===== config.mk =====
export PLATFORM = sky130hd
export DESIGN_NAME = curve_straight_classifier_core
export DESIGN_NICKNAME = d
export VERILOG_FILES = /design/src/rtl/core/csc_pkg.sv /design/src/rtl/core/csc_front.sv /design/src/rtl/core/csc_queue.sv /design/src/rtl/core/csc_back.sv /design/src/rtl/core/curve_straight_classifier_core.sv
export SDC_FILE = /design/constraint.sdc
export NUM_CORES = 1
export LEC_CHECK = 0
export BUFFER_PORTS_ARGS = -buffer_cell sky130_fd_sc_hd__buf_2
export CELL_PAD_IN_SITES_DETAIL_PLACEMENT = 0
export CELL_PAD_IN_SITES_GLOBAL_PLACEMENT = 1
export CORE_UTILIZATION = 42
export DETAILED_ROUTE_END_ITERATION = 10
export PLACE_DENSITY = 0.8
export SETUP_SLACK_MARGIN = 0.3
export SLEW_MARGIN = 40
export SYNTH_ARGS = -nofsm -noshare
export SYNTH_HDL_FRONTEND = slang
export SYNTH_HIERARCHICAL = 1
export SYNTH_SLANG_ARGS = --single-unit

===== constraint.sdc =====
create_clock -name clk -period 6 [get_ports clk]
set_input_delay 0.3 -clock clk [delete_from_list [all_inputs] [get_ports clk]]
set_output_delay 0.3 -clock clk [all_outputs]
set_load 0.03 [all_outputs]

===== src/rtl/core/csc_pkg.sv =====
// Shared types and constants of the curve/straight classifier.
package csc_pkg;

  localparam int unsigned POS_W = 12;
  localparam int unsigned TOL_W = 8;
  localparam int unsigned THR_W = 4;
  localparam int unsigned HOLD_W = 8;
  localparam int unsigned CNT_OUT_W = 4;
  localparam int unsigned MODE_W = 2;
  localparam int unsigned IN_DATA_W = 72;
  localparam int unsigned OUT_DATA_W = 8;
  localparam int unsigned CFG_IDX_W = 2;
  localparam int unsigned CFG_DATA_W = 8;
  localparam int unsigned QUEUE_DEPTH = 2;

  localparam logic [CFG_IDX_W-1:0] REG_FOLLOW_LEFT = 2'd0;
  localparam logic [CFG_IDX_W-1:0] REG_CURVE_TOL = 2'd1;
  localparam logic [CFG_IDX_W-1:0] REG_VOTE_THR = 2'd2;
  localparam logic [CFG_IDX_W-1:0] REG_HOLD_STEPS = 2'd3;

  localparam logic [TOL_W-1:0] TOL_RESET = 8'd3;
  localparam logic [THR_W-1:0] THR_RESET = 4'd4;
  localparam logic [HOLD_W-1:0] HOLD_RESET = 8'd10;
  localparam logic [HOLD_W-1:0] COUNTDOWN_RESET = 8'd10;

  typedef enum logic [MODE_W-1:0] {
    MODE_CURVE = 2'd0,
    MODE_STRAIGHT = 2'd1,
    MODE_CURVE_AP = 2'd2,
    MODE_STRAIGHT_AP = 2'd3
  } mode_t;

  typedef struct packed {
    logic follow_left;
    logic [TOL_W-1:0] curve_tolerance;
    logic [THR_W-1:0] vote_threshold;
    logic [HOLD_W-1:0] hold_steps;
  } cfg_t;

endpackage


===== src/rtl/core/csc_front.sv =====
// Front stage: takes input words and registers the curve vote of each frame.
module csc_front (
  input  logic                                 clk,
  input  logic                                 rst,
  input  csc_pkg::cfg_t                        cfg,
  input  logic                                 s_tvalid,
  output logic                                 s_tready,
  // right_near, right_mid, right_far, left_near, left_mid, left_far
  input  logic [csc_pkg::IN_DATA_W-1:0]        s_tdata,
  output logic                                 vote_valid,
  input  logic                                 vote_ready,
  output logic                                 vote
);

  localparam int unsigned PW = csc_pkg::POS_W;
  localparam int unsigned SW = PW + 2;

  logic signed [PW-1:0] pos_near;
  logic signed [PW-1:0] pos_mid;
  logic signed [PW-1:0] pos_far;
  logic signed [SW-1:0] delta;
  logic [SW-2:0]        mag;
  logic                 vote_now;

  always_comb begin
    if (cfg.follow_left) begin
      pos_near = s_tdata[3*PW +: PW];
      pos_mid  = s_tdata[4*PW +: PW];
      pos_far  = s_tdata[5*PW +: PW];
    end else begin
      pos_near = s_tdata[0 +: PW];
      pos_mid  = s_tdata[PW +: PW];
      pos_far  = s_tdata[2*PW +: PW];
    end
    // slope change is +-(2*mid - near - far) for either line
    delta = (SW'(pos_mid) <<< 1) - SW'(pos_near) - SW'(pos_far);
    mag = delta[SW-1] ? (SW-1)'(-delta) : delta[SW-2:0];
    vote_now = mag >= (SW-1)'(cfg.curve_tolerance);
  end

  assign s_tready = !vote_valid || vote_ready;

  always_ff @(posedge clk) begin
    if (rst) begin
      vote_valid <= 1'b0;
    end else if (s_tready) begin
      vote_valid <= s_tvalid;
    end
  end

  always_ff @(posedge clk) begin
    if (s_tvalid && s_tready) begin
      vote <= vote_now;
    end
  end

endmodule


===== src/rtl/core/csc_queue.sv =====
// Short vote queue between the front and back stages.
module csc_queue (
  input  logic clk,
  input  logic rst,
  input  logic in_valid,
  output logic in_ready,
  input  logic in_vote,
  output logic out_valid,
  input  logic out_ready,
  output logic out_vote
);

  localparam int unsigned DEPTH = csc_pkg::QUEUE_DEPTH;
  localparam int unsigned PTR_W = (DEPTH > 1) ? $clog2(DEPTH) : 1;
  localparam int unsigned FILL_W = $clog2(DEPTH + 1);

  logic [DEPTH-1:0]  slots;
  logic [PTR_W-1:0]  wr_ptr;
  logic [PTR_W-1:0]  rd_ptr;
  logic [FILL_W-1:0] fill;
  logic              push;
  logic              pop;

  assign in_ready  = fill != FILL_W'(DEPTH);
  assign out_valid = fill != '0;
  assign out_vote  = slots[rd_ptr];
  assign push      = in_valid && in_ready;
  assign pop       = out_valid && out_ready;

  always_ff @(posedge clk) begin
    if (rst) begin
      wr_ptr <= '0;
      rd_ptr <= '0;
      fill   <= '0;
    end else begin
      if (push) begin
        wr_ptr <= (wr_ptr == PTR_W'(DEPTH - 1)) ? '0 : wr_ptr + 1'b1;
      end
      if (pop) begin
        rd_ptr <= (rd_ptr == PTR_W'(DEPTH - 1)) ? '0 : rd_ptr + 1'b1;
      end
      if (push && !pop) begin
        fill <= fill + 1'b1;
      end else if (pop && !push) begin
        fill <= fill - 1'b1;
      end
    end
  end

  always_ff @(posedge clk) begin
    if (push) begin
      slots[wr_ptr] <= in_vote;
    end
  end

endmodule


===== src/rtl/core/csc_back.sv =====
// Back stage: vote window, running count, mode hold logic and output register.
module csc_back #(
  parameter int unsigned HISTORY_LEN = 10
) (
  input  logic                                 clk,
  input  logic                                 rst,
  input  csc_pkg::cfg_t                        cfg,
  input  logic                                 vote_valid,
  output logic                                 vote_ready,
  input  logic                                 vote,
  output logic                                 m_tvalid,
  input  logic                                 m_tready,
  // road_mode, vote_count, zero pad
  output logic [csc_pkg::OUT_DATA_W-1:0]       m_tdata
);

  localparam int unsigned CW = $clog2(HISTORY_LEN + 1);
  localparam int unsigned XW = (CW > csc_pkg::CNT_OUT_W) ? CW : csc_pkg::CNT_OUT_W;
  localparam int unsigned HW = csc_pkg::HOLD_W;
  localparam int unsigned OW = csc_pkg::CNT_OUT_W;

  logic [HISTORY_LEN-1:0] history;
  logic [CW-1:0]          count;
  logic                   in_curve;
  logic [HW-1:0]          straight_cd;
  logic [HW-1:0]          curve_cd;

  logic [CW-1:0]          count_next;
  logic [XW-1:0]          count_x;
  logic                   in_curve_next;
  logic [HW-1:0]          straight_cd_next;
  logic [HW-1:0]          curve_cd_next;
  csc_pkg::mode_t         mode_next;
  logic [OW-1:0]          count_sat;
  logic                   take;

  assign vote_ready = !m_tvalid || m_tready;
  assign take       = vote_valid && vote_ready;

  always_comb begin
    count_next       = count + CW'(vote) - CW'(history[HISTORY_LEN-1]);
    count_x          = XW'(count_next);
    count_sat        = (count_x > XW'(15)) ? OW'(15) : count_x[OW-1:0];
    in_curve_next    = in_curve;
    straight_cd_next = straight_cd;
    curve_cd_next    = curve_cd;
    if (count_x > XW'(cfg.vote_threshold)) begin
      if (!in_curve && straight_cd != '0) begin
        straight_cd_next = straight_cd - 1'b1;
        mode_next        = csc_pkg::MODE_CURVE_AP;
      end else begin
        in_curve_next = 1'b1;
        curve_cd_next = cfg.hold_steps;
        mode_next     = csc_pkg::MODE_CURVE;
      end
    end else begin
      if (in_curve && curve_cd != '0) begin
        curve_cd_next = curve_cd - 1'b1;
        mode_next     = csc_pkg::MODE_STRAIGHT_AP;
      end else begin
        in_curve_next    = 1'b0;
        straight_cd_next = cfg.hold_steps;
        mode_next        = csc_pkg::MODE_STRAIGHT;
      end
    end
  end

  always_ff @(posedge clk) begin
    if (rst) begin
      history     <= '0;
      count       <= '0;
      in_curve    <= 1'b1;
      straight_cd <= csc_pkg::COUNTDOWN_RESET;
      curve_cd    <= csc_pkg::COUNTDOWN_RESET;
      m_tvalid    <= 1'b0;
    end else begin
      if (vote_ready) begin
        m_tvalid <= vote_valid;
      end
      if (take) begin
        history     <= {history[HISTORY_LEN-2:0], vote};
        count       <= count_next;
        in_curve    <= in_curve_next;
        straight_cd <= straight_cd_next;
        curve_cd    <= curve_cd_next;
      end
    end
  end

  always_ff @(posedge clk) begin
    if (take) begin
      m_tdata <= {2'b00, count_sat, mode_next};
    end
  end

endmodule


===== src/rtl/core/curve_straight_classifier_core.sv =====
// Top level of the curve/straight classifier: config registers and stage wiring.
//
// channel   dir  tdata fields (low bit up)                                  width
// s_axis    in   right_near, right_mid, right_far, left_near, left_mid, left_far  72
// m_axis    out  road_mode[1:0], vote_count[5:2], zero[7:6]                  8
// cfg       in   cfg_we, cfg_index (0..3), cfg_wdata                         8
//
// One word per cycle is taken while nothing stalls; a frame's result is offered
// after passing the front vote register, the queue and the back output register.
// The vote window count is kept as a running sum in the back stage.
// Reset is synchronous; it clears the window and loads the curve state with
// both countdowns at ten. The two-entry queue lets the front keep taking words
// while m_tready is low, until the queue fills.
module curve_straight_classifier_core #(
  parameter int unsigned HISTORY_LEN = 10
) (
  input  logic                                 clk,
  input  logic                                 rst,
  input  logic                                 s_tvalid,
  output logic                                 s_tready,
  // right_near, right_mid, right_far, left_near, left_mid, left_far
  input  logic [csc_pkg::IN_DATA_W-1:0]        s_tdata,
  output logic                                 m_tvalid,
  input  logic                                 m_tready,
  // road_mode, vote_count, zero pad
  output logic [csc_pkg::OUT_DATA_W-1:0]       m_tdata,
  input  logic                                 cfg_we,
  input  logic [csc_pkg::CFG_IDX_W-1:0]        cfg_index,
  input  logic [csc_pkg::CFG_DATA_W-1:0]       cfg_wdata
);

  csc_pkg::cfg_t cfg;
  logic          f_valid;
  logic          f_ready;
  logic          f_vote;
  logic          q_valid;
  logic          q_ready;
  logic          q_vote;

  always_ff @(posedge clk) begin
    if (rst) begin
      cfg.follow_left     <= 1'b0;
      cfg.curve_tolerance <= csc_pkg::TOL_RESET;
      cfg.vote_threshold  <= csc_pkg::THR_RESET;
      cfg.hold_steps      <= csc_pkg::HOLD_RESET;
    end else if (cfg_we) begin
      unique case (cfg_index)
        csc_pkg::REG_FOLLOW_LEFT: cfg.follow_left     <= cfg_wdata[0];
        csc_pkg::REG_CURVE_TOL:   cfg.curve_tolerance <= cfg_wdata[csc_pkg::TOL_W-1:0];
        csc_pkg::REG_VOTE_THR:    cfg.vote_threshold  <= cfg_wdata[csc_pkg::THR_W-1:0];
        csc_pkg::REG_HOLD_STEPS:  cfg.hold_steps      <= cfg_wdata[csc_pkg::HOLD_W-1:0];
        default: ;
      endcase
    end
  end

  csc_front u_front (
    .clk        (clk),
    .rst        (rst),
    .cfg        (cfg),
    .s_tvalid   (s_tvalid),
    .s_tready   (s_tready),
    .s_tdata    (s_tdata),
    .vote_valid (f_valid),
    .vote_ready (f_ready),
    .vote       (f_vote)
  );

  csc_queue u_queue (
    .clk       (clk),
    .rst       (rst),
    .in_valid  (f_valid),
    .in_ready  (f_ready),
    .in_vote   (f_vote),
    .out_valid (q_valid),
    .out_ready (q_ready),
    .out_vote  (q_vote)
  );

  csc_back #(
    .HISTORY_LEN (HISTORY_LEN)
  ) u_back (
    .clk        (clk),
    .rst        (rst),
    .cfg        (cfg),
    .vote_valid (q_valid),
    .vote_ready (q_ready),
    .vote       (q_vote),
    .m_tvalid   (m_tvalid),
    .m_tready   (m_tready),
    .m_tdata    (m_tdata)
  );

  logic [csc_pkg::CNT_OUT_W-1:0] out_count;
  logic [csc_pkg::MODE_W-1:0]    out_mode;

  assign out_mode  = m_tdata[csc_pkg::MODE_W-1:0];
  assign out_count = m_tdata[csc_pkg::MODE_W +: csc_pkg::CNT_OUT_W];

  a_count_in_window: assert property (@(posedge clk) disable iff (rst)
    m_tvalid |-> (32'(out_count) <= HISTORY_LEN))
    else $error("vote count beyond window length");

  a_curve_needs_votes: assert property (@(posedge clk) disable iff (rst)
    (m_tvalid && (out_mode == csc_pkg::MODE_CURVE || out_mode == csc_pkg::MODE_CURVE_AP))
      |-> (out_count > cfg.vote_threshold || out_count == 4'd15))
    else $error("curve mode without enough votes");

  a_straight_needs_few: assert property (@(posedge clk) disable iff (rst)
    (m_tvalid && (out_mode == csc_pkg::MODE_STRAIGHT ||
                  out_mode == csc_pkg::MODE_STRAIGHT_AP))
      |-> (out_count <= cfg.vote_threshold))
    else $error("straight mode with too many votes");

  a_pad_zero: assert property (@(posedge clk) disable iff (rst)
    m_tvalid |-> (m_tdata[csc_pkg::OUT_DATA_W-1:csc_pkg::MODE_W + csc_pkg::CNT_OUT_W] == '0))
    else $error("output pad bits set");

endmodule


==> reports/qor.txt <==
Hold Fails Final Rpt: 0
post-synthesis async set-or-reset flop share: 0
RSZ-0062 raised after global routing: false
Synth top area share: 0.227
largest cells by area after synthesis: dfxtp_1, ha_1, mux2i_1
status: finished, final reports clean
Pleak: 2.51 nW
most common flop cell mapped by yosys: dfxtp_1
RD Place Congestion: 0.829
CTS tree: built
Post-Synth XOR/XNOR Area: 0.0460
pre-CTS setup slack: 718 ps
Residual DRC: 0
row cnt: 39
FMAX: 0.191 GHz
Placed Area: 5670 um^2
number of buffers created by CTS: 9
# setup viols final: 0
Required @ worst endpoint: 6050 ps
Tightest Pin Transition: 789 ps
dominant cell by count in the synthesized netlist: dfxtp_1
Post-synth EDFFs: 9
Hold Buf Count CTS: 0
port buffer count: 94
Sum Neg Setup Slack: 0 ps
crit path kind: flop to flop
multiplexer share of the synthesized area: 0.123
Worst Hold Margin: 231 ps
largest net degree at the start of global routing: 75
Logic pwr share: 0.565
Cell Count, Final, Fillers Out: 823
grt total ovfl: 0
Max stage delay cell, worst path: dfxtp_2
mean routed wirelength per cell: 13.5 um
clk sink count: 67
Reg2Reg Launch Point: cfg[20]$_SDFFE_PP0P_
Clock power frac: 0.204
CP Launch Type: flop
Power Dens Cells: 426 nW/um^2
Final Instance Area: 5970 um^2
Synth Area in Simple Gates: 0.188
Max stage delay on crit path: 580 ps
Max Fanout on Critical Path: 22
1st-pass router iterations: 4
placed cell count: 807
Ys Warns: 6
Nets: 811
ant diodes: 0
sequential-to-total area share from yosys stat: 0.280
main combinational cell family by area after synthesis: simple AND/OR/NAND/NOR gates
worst hold path depth: 3
fin. max-slew vios: 0
Net Sw Power: 1.15 mW
post-CTS setup buffers: 0
Tot GR Track Use: 0.184
Clock Root Buffer: clkbuf_16
DR vias/cell: 5.29
metal2 WL: 5290 um
Distinct cells, synth: 76
Worst-path clk slew: 50 ps
worst vdd ir: 0.228 mV
H-tree levels: 3
antenna-violating nets left: 0
synthesized area per cell: 8.70 um^2
worst min path class: primary input to flop
critical path cell sequence: buf_4 -> mux2_2 -> fa_1 -> inv_1 -> ha_1 -> o21ai_0 -> o21bai_1 -> a21oi_1 -> o21ai_1 -> xor2_1 -> nand2_1 -> o21ai_0 -> ha_1 -> a21oi_1 -> nor2b_1 -> o2111ai_1 -> a31oi_1 -> a211o_1 -> nor3_1 -> o221ai_1
Seq pwr share: 0.232
Placeable Area: 11,700 um^2
Post-Syn Area: 5110 um^2
RR Endpoint: u_front/vote$_DFFE_PP_
max layer used: met4
Max Root-Sink Buffers: 2
Sw Share: 0.452
Post-Synth Adder-Cell Area: 0.139
met3 WL: 432 um
first-pass GRT wire length: 19,000 um
overall power: 2.54 mW
HPWL Detailed: 8650 um
Total Routed Length: 11,100 um
max cap viols: 0
Clk Latency, worst-skew pair: 330 ps
Worst Setup End Kind: flop
flops & latches, synth: 67
vias in the first global route: 4,130
DIE AREA: 12,600 um^2
Area Growth Syn to Fin: 16.7%
Final Critical Period: 5240 ps
clk_skew: 7.37 ps
Tcrit/Tclk final: 0.874
Initial Util: 0.439
CP arrival: 5300 ps
Synth top cells by count: dfxtp_1, a21oi_1, nand2_1
hold worst-path end: u_front/vote_valid$_SDFFE_PP0N_
post_cts resized: 0
Cells after Synth: 588
Compound-Gate Fraction of Synth Area: 0.166
initial antenna violation count: 0
Pint: 1.39 mW
share of layout cells above drive strength 1: 0.234
initial DRC count: 187
flop-to-flop setup slack: 760 ps
Vias: 4,352
M1 WL: 5220 um
FF-to-FF path depth: 20
final core occ: 0.512
worst setup margin: 755 ps
Die Height: 112 um
HP Start: s_tvalid
post-synth top area cell: dfxtp_1
die width: 112 um
Max transition margin: 0.474
Ports: 97
## power by group through the flow
stage	Sequential [mW]	Clock [mW]	Combinational (mW)
floorplan	0.636	0	1.10
finish	0.589	0.518	1.44
global route	0.598	0.553	1.62
CTS	0.589	0.531	1.43
global placement	0.595	0	1.39
detailed placement	0.599	0	1.43
## per-layer routing
layer  vias up  GRT usage
met4         0     0.0604
li1       2228          -
met3        11     0.0383
met1      2000      0.238
met2       113      0.306
met5         -          0
## area by class of cell
| class | instances | area [um^2] |
|---|---|---|
| clock buffer | 11 | 243 |
| clock inverter | 5 | 51.3 |
| fill | 1069 | 5690 |
| inverter | 50 | 188 |
| multi-input combinational | 451 | 3390 |
| sequential | 67 | 1430 |
| tap | 143 | 179 |
| timing repair buffer | 96 | 485 |
## sequential cells by signal, indices dropped and copies added, names as in the netlist, 2 cells and up
register	flops
u_back/m_tdata	6
u_back/curve_cd	8
u_back/straight_cd	8
cfg	21
u_back/count	4
u_queue/slots	2
u_queue/fill	2
u_back/history	10
## worst max-delay path: cells and delay by family (launching register included)
kind            cells  cell delay (ps)
flops               1              580
xor+xnor            1              390
fa+ha+maj           3             1170
compound gates     10             1620
buf+inv             2              420
mux                 1              400
simple gates        3              380
## cells by family after synthesis
family                     count (synthesis)
adders and majority gates                 49
buffers and inverters                     71
muxes                                     59
other                                      1
DFF                                       67
and+or+nand+nor                          182
AOI/OAI and AO/OA                        133
xor gates and xnor gates                  26
## layout by cell type (no fill, tap or decap), types with 7 or more instances in the layout
cell type	count
dfxtp_1	57
edfxtp_1	9
nand2_1	49
mux2_2	19
xnor2_1	13
nand2b_1	30
buf_2	94
xor2_1	12
o21ai_1	16
nor2_1	36
and2_1	10
fa_1	13
ha_1	36
nand3_1	7
clkbuf_16	9
nor3_1	11
inv_1	48
o21ai_0	16
a21oi_1	54
mux2i_1	39
## worst max-delay path by stage
| stage | end | cells past startpoint | start | slack [ps] |
|---|---|---|---|---|
| 3_5_place_dp | u_front/vote$_DFFE_PP_ | 19 | cfg[20]$_SDFFE_PP0P_ | 720 |
| 6_report | u_front/vote$_DFFE_PP_ | 20 | cfg[20]$_SDFFE_PP0P_ | 760 |
| 3_3_place_gp | u_front/vote$_DFFE_PP_ | 18 | cfg[20]$_SDFFE_PP0P_ | 960 |
| 5_1_grt | u_front/vote$_DFFE_PP_ | 20 | cfg[20]$_SDFFE_PP0P_ | 420 |
| 2_1_floorplan | u_front/vote$_DFFE_PP_ | 20 | cfg[20]$_SDFFE_PP0P_ | 1260 |
| 4_1_cts | u_front/vote$_DFFE_PP_ | 19 | cfg[20]$_SDFFE_PP0P_ | 720 |
No activity file was read; power rests on OpenSTA's default activity.
